==> src/ncr_pkg.sv <==
// ----------------------------------------------------------------------------
// ncr_pkg: shared types and constants for the Newton cube root unit
// Register map, field widths, reset values and the sequencer state type.
// ----------------------------------------------------------------------------
`default_nettype none

package ncr_pkg;

	// default build parameters
	localparam int IN_WIDTH_DEF   = 32;
	localparam int ROOT_FRAC_DEF  = 16;

	// fixed-point layout
	localparam int IN_FRAC_BITS   = 8;
	localparam int ROOT_INT_BITS  = 8;

	// register field widths
	localparam int GUESS_W        = 24;
	localparam int TOL_W          = 5;
	localparam int ITER_W         = 8;

	// register reset values
	localparam logic [GUESS_W-1:0] GUESS_RST = 24'd524288;
	localparam logic [TOL_W-1:0]   TOL_RST   = 5'd26;
	localparam logic [ITER_W-1:0]  ITER_RST  = 8'd64;

	// APB register map (word index)
	localparam int PADDR_W = 4;
	localparam logic [1:0] REG_GUESS    = 2'd0;
	localparam logic [1:0] REG_TOL      = 2'd1;
	localparam logic [1:0] REG_MAX_ITER = 2'd2;

	typedef struct packed {
		logic [GUESS_W-1:0] initial_guess;
		logic [TOL_W-1:0]   tol_shift;
		logic [ITER_W-1:0]  max_iter;
	} ncr_cfg_t;

	typedef enum logic [2:0] {
		ST_IDLE,
		ST_MUL,
		ST_DSTART,
		ST_DWAIT,
		ST_UPD,
		ST_FIN
	} ncr_state_t;

endpackage

`default_nettype wire

==> src/ncr_cfg.sv <==
// ----------------------------------------------------------------------------
// ncr_cfg: APB configuration registers
// Holds initial guess, tolerance shift and iteration cap; always ready.
// ----------------------------------------------------------------------------
`default_nettype none

module ncr_cfg (
	input  wire logic                        clk,
	input  wire logic                        arst_n,
	input  wire logic                        psel,
	input  wire logic                        penable,
	input  wire logic                        pwrite,
	input  wire logic [ncr_pkg::PADDR_W-1:0] paddr,
	input  wire logic [31:0]                 pwdata,
	output logic      [31:0]                 prdata,
	output logic                             pready,
	output ncr_pkg::ncr_cfg_t                cfg
);
	import ncr_pkg::*;

	ncr_cfg_t   cfg_q;
	logic       wr_en;
	logic [1:0] reg_idx;

	assign pready  = 1'b1;
	assign wr_en   = psel & penable & pwrite & pready;
	assign reg_idx = paddr[3:2];
	assign cfg     = cfg_q;

	always_ff @(posedge clk or negedge arst_n) begin
		if (!arst_n) begin
			cfg_q.initial_guess <= GUESS_RST;
			cfg_q.tol_shift     <= TOL_RST;
			cfg_q.max_iter      <= ITER_RST;
		end else if (wr_en) begin
			case (reg_idx)
				REG_GUESS:    cfg_q.initial_guess <= pwdata[GUESS_W-1:0];
				REG_TOL:      cfg_q.tol_shift     <= pwdata[TOL_W-1:0];
				REG_MAX_ITER: cfg_q.max_iter      <= pwdata[ITER_W-1:0];
				default: begin
					// unmapped address: drop the write
				end
			endcase
		end
	end

	always_comb begin
		case (reg_idx)
			REG_GUESS:    prdata = {{(32-GUESS_W){1'b0}}, cfg_q.initial_guess};
			REG_TOL:      prdata = {{(32-TOL_W){1'b0}}, cfg_q.tol_shift};
			REG_MAX_ITER: prdata = {{(32-ITER_W){1'b0}}, cfg_q.max_iter};
			default:      prdata = '0;
		endcase
	end

endmodule

`default_nettype wire

==> src/ncr_div.sv <==
// ----------------------------------------------------------------------------
// ncr_div: radix-2 restoring divider with saturating quotient
// Computes min(floor(v * 2^QSHIFT / d), 2 * root_max), one bit per cycle.
// ----------------------------------------------------------------------------
`default_nettype none

module ncr_div #(
	parameter int IN_WIDTH       = ncr_pkg::IN_WIDTH_DEF,
	parameter int ROOT_FRAC_BITS = ncr_pkg::ROOT_FRAC_DEF
) (
	input  wire logic                                                 clk,
	input  wire logic                                                 arst_n,
	input  wire logic                                                 start,
	input  wire logic [IN_WIDTH-1:0]                                  dividend,
	input  wire logic [2*(ncr_pkg::ROOT_INT_BITS+ROOT_FRAC_BITS)-1:0] divisor,
	output logic      [ncr_pkg::ROOT_INT_BITS+ROOT_FRAC_BITS:0]       quot,
	output logic                                                      done
);
	import ncr_pkg::*;

	localparam int ROOT_BITS = ROOT_INT_BITS + ROOT_FRAC_BITS;
	localparam int QSHIFT    = 3 * ROOT_FRAC_BITS - IN_FRAC_BITS;
	localparam int NSTEP     = IN_WIDTH + QSHIFT;
	localparam int DW        = 2 * ROOT_BITS;
	localparam int QW        = ROOT_BITS + 1;
	localparam int CW        = $clog2(NSTEP);
	localparam logic [QW-1:0] CAP = {{ROOT_BITS{1'b1}}, 1'b0};

	logic               busy_q;
	logic               done_q;
	logic [CW-1:0]      cnt_q;
	logic [IN_WIDTH-1:0] sh_q;
	logic [DW-1:0]      d_q;
	logic [DW-1:0]      r_q;
	logic [QW-1:0]      q_q;

	logic [DW:0]        r2;
	logic [DW+1:0]      trial;
	logic               ge;
	logic [DW-1:0]      r_next;
	logic [QW:0]        qs;
	logic [QW-1:0]      q_next;

	// remainder stays below d, so one extra bit holds the shifted value
	assign r2     = {r_q, sh_q[IN_WIDTH-1]};
	assign trial  = {1'b0, r2} - {2'b00, d_q};
	assign ge     = ~trial[DW+1];
	assign r_next = ge ? trial[DW-1:0] : r2[DW-1:0];
	assign qs     = {q_q, ge};
	// hold the quotient at the cap once it passes it
	assign q_next = (qs > {1'b0, CAP}) ? CAP : qs[QW-1:0];

	assign quot = q_q;
	assign done = done_q;

	always_ff @(posedge clk or negedge arst_n) begin
		if (!arst_n) begin
			busy_q <= 1'b0;
			done_q <= 1'b0;
			cnt_q  <= '0;
		end else begin
			done_q <= 1'b0;
			if (start) begin
				busy_q <= 1'b1;
				cnt_q  <= CW'(NSTEP - 1);
			end else if (busy_q) begin
				if (cnt_q == '0) begin
					busy_q <= 1'b0;
					done_q <= 1'b1;
				end else begin
					cnt_q <= cnt_q - 1'b1;
				end
			end
		end
	end

	always_ff @(posedge clk) begin
		if (start) begin
			sh_q <= dividend;
			d_q  <= divisor;
			r_q  <= '0;
			q_q  <= '0;
		end else if (busy_q) begin
			sh_q <= {sh_q[IN_WIDTH-2:0], 1'b0};
			r_q  <= r_next;
			q_q  <= q_next;
		end
	end

endmodule

`default_nettype wire

==> src/newton_cube_root_unit.sv <==
// Sequencing: a zero input or a zero iteration cap goes straight to the output
//   register; otherwise each Newton step squares the guess, runs the bit-serial
//   divider and then updates the guess.
// Throughput: one item at a time; the next item is taken once the current
//   result is in the output register.
// Reset: arst_n clears the sequencer and output valid and restores defaults.
// ----------------------------------------------------------------------------
// newton_cube_root_unit: fixed-point cube root by damped Newton iteration
// Q24.8 in, Q8.16 out; shared squarer and divider under a small sequencer.
// ----------------------------------------------------------------------------
`default_nettype none

module newton_cube_root_unit #(
	parameter int IN_WIDTH       = ncr_pkg::IN_WIDTH_DEF,
	parameter int ROOT_FRAC_BITS = ncr_pkg::ROOT_FRAC_DEF
) (
	input  wire logic                                clk,
	input  wire logic                                arst_n,
	// value
	input  wire logic [((IN_WIDTH+7)/8)*8-1:0]       s_tdata,
	input  wire logic                                s_tvalid,
	output logic                                     s_tready,
	// root, iterations, converged
	output logic [((ncr_pkg::ROOT_INT_BITS+ROOT_FRAC_BITS+9+7)/8)*8-1:0] m_tdata,
	output logic                                     m_tvalid,
	input  wire logic                                m_tready,
	input  wire logic                                psel,
	input  wire logic                                penable,
	input  wire logic                                pwrite,
	input  wire logic [ncr_pkg::PADDR_W-1:0]         paddr,
	input  wire logic [31:0]                         pwdata,
	output logic      [31:0]                         prdata,
	output logic                                     pready
);
	import ncr_pkg::*;

	localparam int ROOT_BITS = ROOT_INT_BITS + ROOT_FRAC_BITS;
	localparam int DW        = 2 * ROOT_BITS;
	localparam int QW        = ROOT_BITS + 1;
	localparam int OUT_W     = ROOT_BITS + ITER_W + 1;
	localparam int OUT_TW    = ((OUT_W + 7) / 8) * 8;
	localparam int GEW       = (ROOT_BITS > GUESS_W) ? ROOT_BITS : GUESS_W;
	localparam logic [ROOT_BITS-1:0] ROOT_MAX = '1;
	localparam logic [ROOT_BITS-1:0] ROOT_ONE = ROOT_BITS'(1);

	ncr_cfg_t   cfg;
	ncr_state_t state_q, state_d;

	logic [IN_WIDTH-1:0]  v_q;
	logic [ROOT_BITS-1:0] g_q;
	logic [ITER_W-1:0]    it_q;
	logic                 conv_q;
	logic [DW-1:0]        sq_q;

	logic                 out_valid_q;
	logic [ROOT_BITS-1:0] out_root_q;
	logic [ITER_W-1:0]    out_it_q;
	logic                 out_conv_q;

	logic                 accept;
	logic                 div_start;
	logic                 div_done;
	logic [QW-1:0]        div_q;
	logic                 out_load;

	logic [GEW-1:0]       guess_ext;
	logic [ROOT_BITS-1:0] guess_sat;
	logic [IN_WIDTH-1:0]  in_value;

	logic [ROOT_BITS+1:0] sum;
	logic [ROOT_BITS:0]   half;
	logic [ROOT_BITS-1:0] ng_clip;
	logic [ROOT_BITS-1:0] ng;
	logic [ROOT_BITS-1:0] diff;
	logic [ROOT_BITS-1:0] lo;
	logic                 conv_now;
	logic [ITER_W-1:0]    it_next;

	ncr_cfg u_cfg (
		.clk     (clk),
		.arst_n  (arst_n),
		.psel    (psel),
		.penable (penable),
		.pwrite  (pwrite),
		.paddr   (paddr),
		.pwdata  (pwdata),
		.prdata  (prdata),
		.pready  (pready),
		.cfg     (cfg)
	);

	ncr_div #(
		.IN_WIDTH       (IN_WIDTH),
		.ROOT_FRAC_BITS (ROOT_FRAC_BITS)
	) u_div (
		.clk      (clk),
		.arst_n   (arst_n),
		.start    (div_start),
		.dividend (v_q),
		.divisor  (sq_q),
		.quot     (div_q),
		.done     (div_done)
	);

	assign in_value = s_tdata[IN_WIDTH-1:0];

	// starting guess: zero taken as one, clamp to the root range
	assign guess_ext = GEW'(cfg.initial_guess);
	always_comb begin
		if (guess_ext == '0)
			guess_sat = ROOT_ONE;
		else if (guess_ext > GEW'(ROOT_MAX))
			guess_sat = ROOT_MAX;
		else
			guess_sat = guess_ext[ROOT_BITS-1:0];
	end

	// update: average guess and quotient, saturate, never zero
	assign sum      = {2'b00, g_q} + {1'b0, div_q};
	assign half     = sum[ROOT_BITS+1:1];
	assign ng_clip  = half[ROOT_BITS] ? ROOT_MAX : half[ROOT_BITS-1:0];
	assign ng       = (ng_clip == '0) ? ROOT_ONE : ng_clip;
	assign diff     = (ng > g_q) ? (ng - g_q) : (g_q - ng);
	assign lo       = (ng < g_q) ? ng : g_q;
	// (diff << tol) <= lo is the same as diff <= lo >> tol
	assign conv_now = (diff <= (lo >> cfg.tol_shift));
	assign it_next  = it_q + 1'b1;

	assign accept = s_tvalid & s_tready;

	always_ff @(posedge clk or negedge arst_n) begin
		if (!arst_n)
			state_q <= ST_IDLE;
		else
			state_q <= state_d;
	end

	always_comb begin
		state_d   = state_q;
		s_tready  = 1'b0;
		div_start = 1'b0;
		out_load  = 1'b0;
		case (state_q)
			ST_IDLE: begin
				s_tready = 1'b1;
				if (s_tvalid) begin
					if (in_value == '0 || cfg.max_iter == '0)
						state_d = ST_FIN;
					else
						state_d = ST_MUL;
				end
			end
			ST_MUL: begin
				state_d = ST_DSTART;
			end
			ST_DSTART: begin
				div_start = 1'b1;
				state_d   = ST_DWAIT;
			end
			ST_DWAIT: begin
				if (div_done)
					state_d = ST_UPD;
			end
			ST_UPD: begin
				if (conv_now || it_next == cfg.max_iter)
					state_d = ST_FIN;
				else
					state_d = ST_MUL;
			end
			ST_FIN: begin
				if (!out_valid_q || m_tready) begin
					out_load = 1'b1;
					state_d  = ST_IDLE;
				end
			end
			default: begin
				state_d = ST_IDLE;
			end
		endcase
	end

	always_ff @(posedge clk) begin
		if (accept) begin
			v_q  <= in_value;
			it_q <= '0;
			if (in_value == '0) begin
				g_q    <= '0;
				conv_q <= 1'b1;
			end else begin
				g_q    <= guess_sat;
				conv_q <= 1'b0;
			end
		end else if (state_q == ST_MUL) begin
			sq_q <= DW'(g_q) * DW'(g_q);
		end else if (state_q == ST_UPD) begin
			g_q    <= ng;
			it_q   <= it_next;
			conv_q <= conv_now;
		end
	end

	// output register: hold the result until taken
	always_ff @(posedge clk or negedge arst_n) begin
		if (!arst_n)
			out_valid_q <= 1'b0;
		else if (out_load)
			out_valid_q <= 1'b1;
		else if (m_tready)
			out_valid_q <= 1'b0;
	end

	always_ff @(posedge clk) begin
		if (out_load) begin
			out_root_q <= g_q;
			out_it_q   <= it_q;
			out_conv_q <= conv_q;
		end
	end

	assign m_tvalid = out_valid_q;
	assign m_tdata  = {{(OUT_TW-OUT_W){1'b0}}, out_conv_q, out_it_q, out_root_q};

endmodule

`default_nettype wire

==> config.mk <==
export PLATFORM = sky130hd
export DESIGN_NAME = newton_cube_root_unit
export DESIGN_NICKNAME = d
export VERILOG_FILES = /design/src/ncr_pkg.sv /design/src/ncr_cfg.sv /design/src/ncr_div.sv /design/src/newton_cube_root_unit.sv
export SDC_FILE = /design/constraint.sdc
export NUM_CORES = 2
export LEC_CHECK = 0
export BUFFER_PORTS_ARGS = -buffer_cell sky130_fd_sc_hd__buf_4
export CAP_MARGIN = 20
export CORE_UTILIZATION = 40
export CTS_CLUSTER_SIZE = 16
export DETAILED_ROUTE_END_ITERATION = 8
export GPL_TIMING_DRIVEN = 0
export REMOVE_ABC_BUFFERS = 1
export SKIP_LAST_GASP = 1
export SLEW_MARGIN = 20
export SYNTH_ARGS = -nofsm -noshare
export SYNTH_HDL_FRONTEND = slang
export SYNTH_HIERARCHICAL = 1
export SYNTH_SLANG_ARGS = --single-unit
==> constraint.sdc <==
create_clock -name clk -period 11.5 [get_ports clk]
set_input_delay 0.575 -clock clk [delete_from_list [all_inputs] [get_ports clk]]
set_output_delay 0.575 -clock clk [all_outputs]
set_load 0.05 [all_outputs]
# Yosys cells after proc, flatten, opt, wreduce, memory -nomap -nowiden
# Index checks and enable logic that the tools add are counted.
dict set report word_totals {
  elab_cells 114
  reg_bits 349
  in_bits 75
  out_inout_bits 75
}
dict set report op_classes {
  n_mul 1
  n_bitwise 6
  n_reduce_logical 22
  order_cmp 5
  eq_ne 13
  muxes 40
  shift 1
  addsub 6
}
# op count
set ops {}
lappend ops {{24-bit two-way mux} 10}
lappend ops {{24-bit case mux with 3 select lines} 1}
lappend ops {{32-bit two-way mux} 2}
lappend ops {{49-bit by 48-bit subtractor with 50-bit output} 1}
lappend ops {{24-bit logical NOT} 2}
lappend ops {{24-bit by 24-bit multiplier with 48-bit output} 1}
lappend ops {{48-bit two-way mux} 1}
lappend ops {{24-bit subtractor} 2}
lappend ops {{32-bit logical NOT} 1}
lappend ops {{24-bit by 25-bit adder with 26-bit output} 1}
lappend ops {{26-bit by 25-bit greater-than comparator with 1-bit output, second input constant} 1}
lappend ops {{25-bit two-way mux} 1}
lappend ops {{24-bit greater-than comparator} 1}
lappend ops {{24-bit greater-than comparator, second input constant} 1}
lappend ops {{24-bit <= comparator} 1}
lappend ops {{24-bit less-than comparator} 1}
lappend ops {{24-bit by 5-bit right shift with 24-bit output} 1}
lappend ops {{7-bit two-way mux} 3}
lappend ops {{3-bit case mux with 6 select lines} 1}
lappend ops {{1-bit two-way mux} 16}
lappend ops {{3-bit two-way mux} 5}
lappend ops {{2-bit AND reduction} 7}
lappend ops {{8-bit by 1-bit adder with 8-bit output, second input constant} 1}
lappend ops {{8-bit == test} 1}
lappend ops {{18 further kinds} 31}

# Logic depth before layout (Yosys ltp)
dict set report depth {
  depth_word 11
  mapped_depth 42
  depth_no_buf 38
}

# Modules after synthesis
# The synthesis kept the hierarchy.
# module cells_per_inst area_per_inst_um2 instances
set modules_own_cells {}
lappend modules_own_cells {newton_cube_root_unit 2966 27460.1 1}
lappend modules_own_cells {ncr_div 926 8824.7 1}
lappend modules_own_cells {ncr_cfg 133 1757.9 1}

# Least setup slack after synthesis
# Ideal clock, no wire load.
dict set report synth_path {
  path_type {flip-flop to flip-flop}
  startpoint {register g_q[1]}
  endpoint {register conv_q, data pin}
  path_stages_with_launch 41
  path_buffers 4
  required_ps 11361
  setup_ps 139
  arrival_time_ps 7717
  period_less_slack_ps 7856
  path_slack_ps 3644
  cell_sequence {edfxtp_1 -> inv_1 -> clkbuf_1 -> fa_1 -> nor2b_1 -> o31a_1 -> o2111ai_2 -> a21oi_1 -> or3_1 -> a211oi_2 -> nand4_1 -> nor3_1 -> or4b_1 -> and3_4 -> ha_1 -> fa_1 -> nor2b_1 -> o21bai_1 -> [... 5 more ...] -> buf_6 -> o21ai_1 -> mux2_2 -> o21ba_1 -> o21a_1 -> a21oi_1 -> ha_1 -> a21o_1 -> a21o_1 -> a21o_1 -> a21o_1 -> a21o_1 -> a21o_1 -> a21oi_1 -> o211ai_1 -> nand2_1 -> a211oi_1 -> nor2_1}
}
dict set report synth_via {
  elab_chain_len 11
  word_cells_on_any_way 15
  classes_between {add/sub: 3; order compare: 3; shift: 1; mux: 7; reduce/logical: 1}
}
# element line
set synth_lines {}
lappend synth_lines {{start: declaration} newton_cube_root_unit.sv:50} ;# logic [ROOT_BITS-1:0] g_q;
lappend synth_lines {{start signal: assignment} newton_cube_root_unit.sv:190} ;# g_q <= guess_sat;
lappend synth_lines {{start signal: assignment} newton_cube_root_unit.sv:196} ;# g_q <= ng;
lappend synth_lines {{24-bit by 25-bit adder with 26-bit output} newton_cube_root_unit.sv:119} ;# assign sum = {2'b00, g_q} + {1'b0, div_q};
lappend synth_lines {{24-bit two-way mux} newton_cube_root_unit.sv:121} ;# assign ng_clip = half[ROOT_BITS] ? ROOT_MAX : half[ROOT_BITS-1:0];
lappend synth_lines {{24-bit logical NOT} newton_cube_root_unit.sv:122} ;# assign ng = (ng_clip == '0) ? ROOT_ONE : ng_clip;
lappend synth_lines {{24-bit two-way mux} newton_cube_root_unit.sv:122}
lappend synth_lines {{24-bit less-than comparator} newton_cube_root_unit.sv:124} ;# assign lo = (ng < g_q) ? ng : g_q;
lappend synth_lines {{24-bit two-way mux} newton_cube_root_unit.sv:124}
lappend synth_lines {{24-bit by 5-bit right shift with 24-bit output} newton_cube_root_unit.sv:126} ;# assign conv_now = (diff <= (lo >> cfg.tol_shift));
lappend synth_lines {{24-bit <= comparator (*)} newton_cube_root_unit.sv:126}
lappend synth_lines {{1-bit two-way mux (*)} newton_cube_root_unit.sv:195} ;# end else if (state_q == ST_UPD) begin
lappend synth_lines {{1-bit two-way mux (*)} newton_cube_root_unit.sv:193} ;# end else if (state_q == ST_MUL) begin
lappend synth_lines {{1-bit two-way mux (*)} newton_cube_root_unit.sv:183} ;# if (accept) begin
lappend synth_lines {{end signal: assignment} newton_cube_root_unit.sv:198} ;# conv_q <= conv_now;
lappend synth_lines {{end: declaration} newton_cube_root_unit.sv:52} ;# logic conv_q;
# Every way passes the cells marked *; elsewhere a longest branch is shown, timed or not. The select of a mux whose other input is x is not followed.
# A chain may end at the register's enable or synchronous reset.

# Worst setup path in the final report
# Same ends and word-level chain as after synthesis.

==> results.cfg <==
[status]
status = complete, no violations

[logic_synthesis]
synth_cell_types = 108
syn-instance-count = 4025
postSynthAreaPerCell_um2 = 9.45
synth_seq_cells = 348
yosys_warnings = 6
synth_top_area_frac = 0.224
syn-cell-area_mm2 = 0.0380
synth_top_cells_by_count = 627 x inv_1, 426 x fa_1, 406 x nor2_1
synthFlopType = edfxtp_1
synth.area.top_cells = fa_1 22%, edfxtp_1 17%, ha_1 11%
synth.most_common_cell = inv_1
yosysSeqAreaShare = 0.247
synth-edff-count = 217
synth_area_leader_cell = fa_1
synthArstFlopShare = 0.144

[sta]
slew_viol_final = 0
clock.fmax_ghz = 0.0917
hold_violations = 0
fin_skew_ns = 0.0403
rsz0062_at_grt = false
worst_hold_slack_ns = 0.0520
fin_crit_ns = 10.90
tightest_slew_ns = 1.18
min_period_over_period = 0.948
setup_viol = 0
final.setup.worst_slack_ns = 0.600
relSlewSlack = 0.216

[clock_network]
cts.clk_slew.worst_paths_ns = 0.06
ctsHoldBuffers = 0
cts_sinks = 348
post_cts_buffers = 0
post_cts_resized = 0
clock_tree.root_cell = clkbuf_16
cts_tree = built
clockBufferDepth = 3
ctsHtreeMaxLevel = 2
numCtsBuffers = 41
clk_latency_ns = 0.60

[worst_setup_path]
cpMostUsedCell = nor2b_1
critPathCaptureType = register
path_max_fanout = 27
slowest_stage = edfxtp_1
max_stage_delay_ns = 0.76
required_ns = 11.94
cp-start-kind = register
path_class = register to register
timing.rr.start = g_q[1]$_DFFE_PP_
critPathArrivalTime_ns = 11.34
crit_start = g_q[1]$_DFFE_PP_

[power]
seq_power_share = 0.369
ir_worst_vdd_mv = 0.105
internal-power_uw = 2820
p_leak_uw = 0.0191
p_per_area_mw_per_mm2 = 105
combinationalPowerShare = 0.327
swShare = 0.353
p_switching_uw = 1540
p_clk_frac = 0.305

[drt]
route.detailed.drc = 0
firstDrtPassIters = 5
vias_per_cell = 5.36
ant_nets = 0
drt-total-wl_mm = 102
drtIter0Drc = 2363
avgRoutedWirePerCell_um = 19.2
vias = 28600

[floorplan]
initial_core_util = 0.406
die_y_um = 310
die_w_um = 310
rows = 112
die-area_mm2 = 0.0963
fp.coreArea_mm2 = 0.0937
ios = 150

[global_route]
grt_pass1_vias = 28100
grt_use_total = 0.212
grt_pass1_wl_mm = 159
grt_max_degree = 69
overflow = 0
antenna_found_initial = 1

[min_path]
min_path_type = primary input to asynchronous set/reset pin

[final_layout]
nNetsFinal = 4879
regArea_mm2 = 0.00940
synthToLayoutAreaGrowth_pct = 9.07
final_cells = 5342
antenna_cells = 0
drive_gt1_frac = 0.0966
fillers = 9082
multi_input_area_mm2 = 0.0255

[place]
dp_hpwl_mm = 80.0
placed_cells = 5265
dp_slack_ns = 0.0847
gp_congestion = 0.904
io_buffers = 123

[run]
maxCapViolCount = 0
-- through the flow --
stage	power, µW	area [µm²]	TNS (ns)	util
floorplan	2680	37200	-89.86	-
global placement	3020	39700	-1285.14	0.424
detailed placement	3040	40100	0	0.428
CTS	4390	41500	0	0.442
global route	4600	41500	0	0.443
finish	4360	41500	0	0.443
-- power by group through the flow --
stage / Combinational, µW / Clock, µW / Sequential (µW)
2_1_floorplan: 1110 / 0 / 1570
6_report: 1420 / 1330 / 1610
3_3_place_gp: 1390 / 0 / 1630
4_1_cts: 1420 / 1360 / 1600
3_5_place_dp: 1420 / 0 / 1630
5_1_grt: 1590 / 1400 / 1620
-- cell families (layout without fill, tap and decap cells) --
family                     count (synthesis)  count (layout)  share of synthesized area
muxes                                    130             130                     0.0385
xor gates and xnor gates                 153             153                     0.0352
adders and majority gates                749             749                      0.330
other                                      3              17                   0.000296
AOI/OAI and AO/OA                        780             780                      0.135
buffers and inverters                    819             868                     0.0860
and+or+nand+nor                         1043            1043                      0.127
DFF                                      348             348                      0.247
-- worst paths after layout --
check / cells past startpoint / slack, ns / to
worst max-delay path: 36 / 0.60 / conv_q$_DFFE_PP_
worst min-delay path: 1 / 0.05 / u_cfg/cfg[36]$_DFFE_PN0P_
worst max register to register: 36 / 0.60 / conv_q$_DFFE_PP_
worst min register to register: 0 / 0.39 / u_div/d_q[35]$_DFFE_PP_
max in group asynchronous: 1 / 10.90 / u_div/busy_q$_DFF_PN0_
min in group clk: 1 / 0.18 / v_q[22]$_DFFE_PP_
-- critical path: cells and delay by family (launching register included) --
kind                       cells  cell delay [ns]
muxes                          1             0.27
adders and majority gates      4             1.51
AOI/OAI and AO/OA             17             4.88
and+or+nand+nor               12             2.59
DFF                            1             0.76
buffers and inverters          1             0.48
xor gates and xnor gates       1             0.24
-- layer usage --
layer | global-route usage | part of all wire
met2 | 0.340 | 0.46
met1 | 0.304 | 0.46
met5 | 0 | 0.00013
met3 | 0.0222 | 0.052
met4 | 0.0588 | 0.028
-- cell usage in the layout (no fill, tap or decap), types with 13 or more instances in the layout --
| cell type | synthesis | final |
|---|---|---|
| a21o_1 | 81 | 81 |
| o211ai_1 | 16 | 16 |
| dfrtp_1 | 45 | 43 |
| o22ai_1 | 22 | 22 |
| mux2_2 | 77 | 77 |
| nor3_1 | 63 | 61 |
| a22oi_1 | 16 | 16 |
| xnor2_1 | 89 | 89 |
| nand3_1 | 42 | 42 |
| dfxtp_1 | 81 | 81 |
| and3_1 | 25 | 23 |
| mux2i_1 | 45 | 45 |
| a211oi_1 | 50 | 50 |
| or2_2 | 13 | 13 |
| ha_1 | 323 | 323 |
| o21ai_1 | 18 | 18 |
| nor2_1 | 406 | 404 |
| inv_1 | 627 | 624 |
| nand2b_1 | 32 | 32 |
| nor4_1 | 28 | 28 |
| xor2_1 | 64 | 64 |
| a21oi_1 | 229 | 228 |
| nor2b_1 | 24 | 23 |
| and2_1 | 28 | 28 |
| conb_1 | 3 | 17 |
| clkbuf_16 | 0 | 42 |
| fa_1 | 426 | 426 |
| o21a_1 | 21 | 20 |
| buf_4 | 26 | 135 |
| o21ai_0 | 146 | 146 |
| nand4_1 | 44 | 44 |
| a31oi_1 | 24 | 24 |
| nand2_1 | 280 | 280 |
| edfxtp_1 | 217 | 217 |
| o21bai_1 | 30 | 30 |
-- sequential cells by signal, summed over array words and instances, names as in the netlist, 24 cells and up --
register    flops
g_q            24
out_root_q     24
sq_q           47
u_cfg/cfg      37
u_div/d_q      48
u_div/quot     25
u_div/r_q      48
u_div/sh_q     32
v_q            32
-- final cells by class --
| type | count | area share |
|---|---|---|
| clock inverters | 20 | 0.00507 |
| well taps | 1254 | 0.0378 |
| inverters | 642 | 0.0581 |
| flip-flops and latches | 348 | 0.227 |
| repair buffers | 150 | 0.0310 |
| clock buffers | 56 | 0.0276 |
| multi-input cells | 2872 | 0.614 |
(Power assumes the default switching activity.)
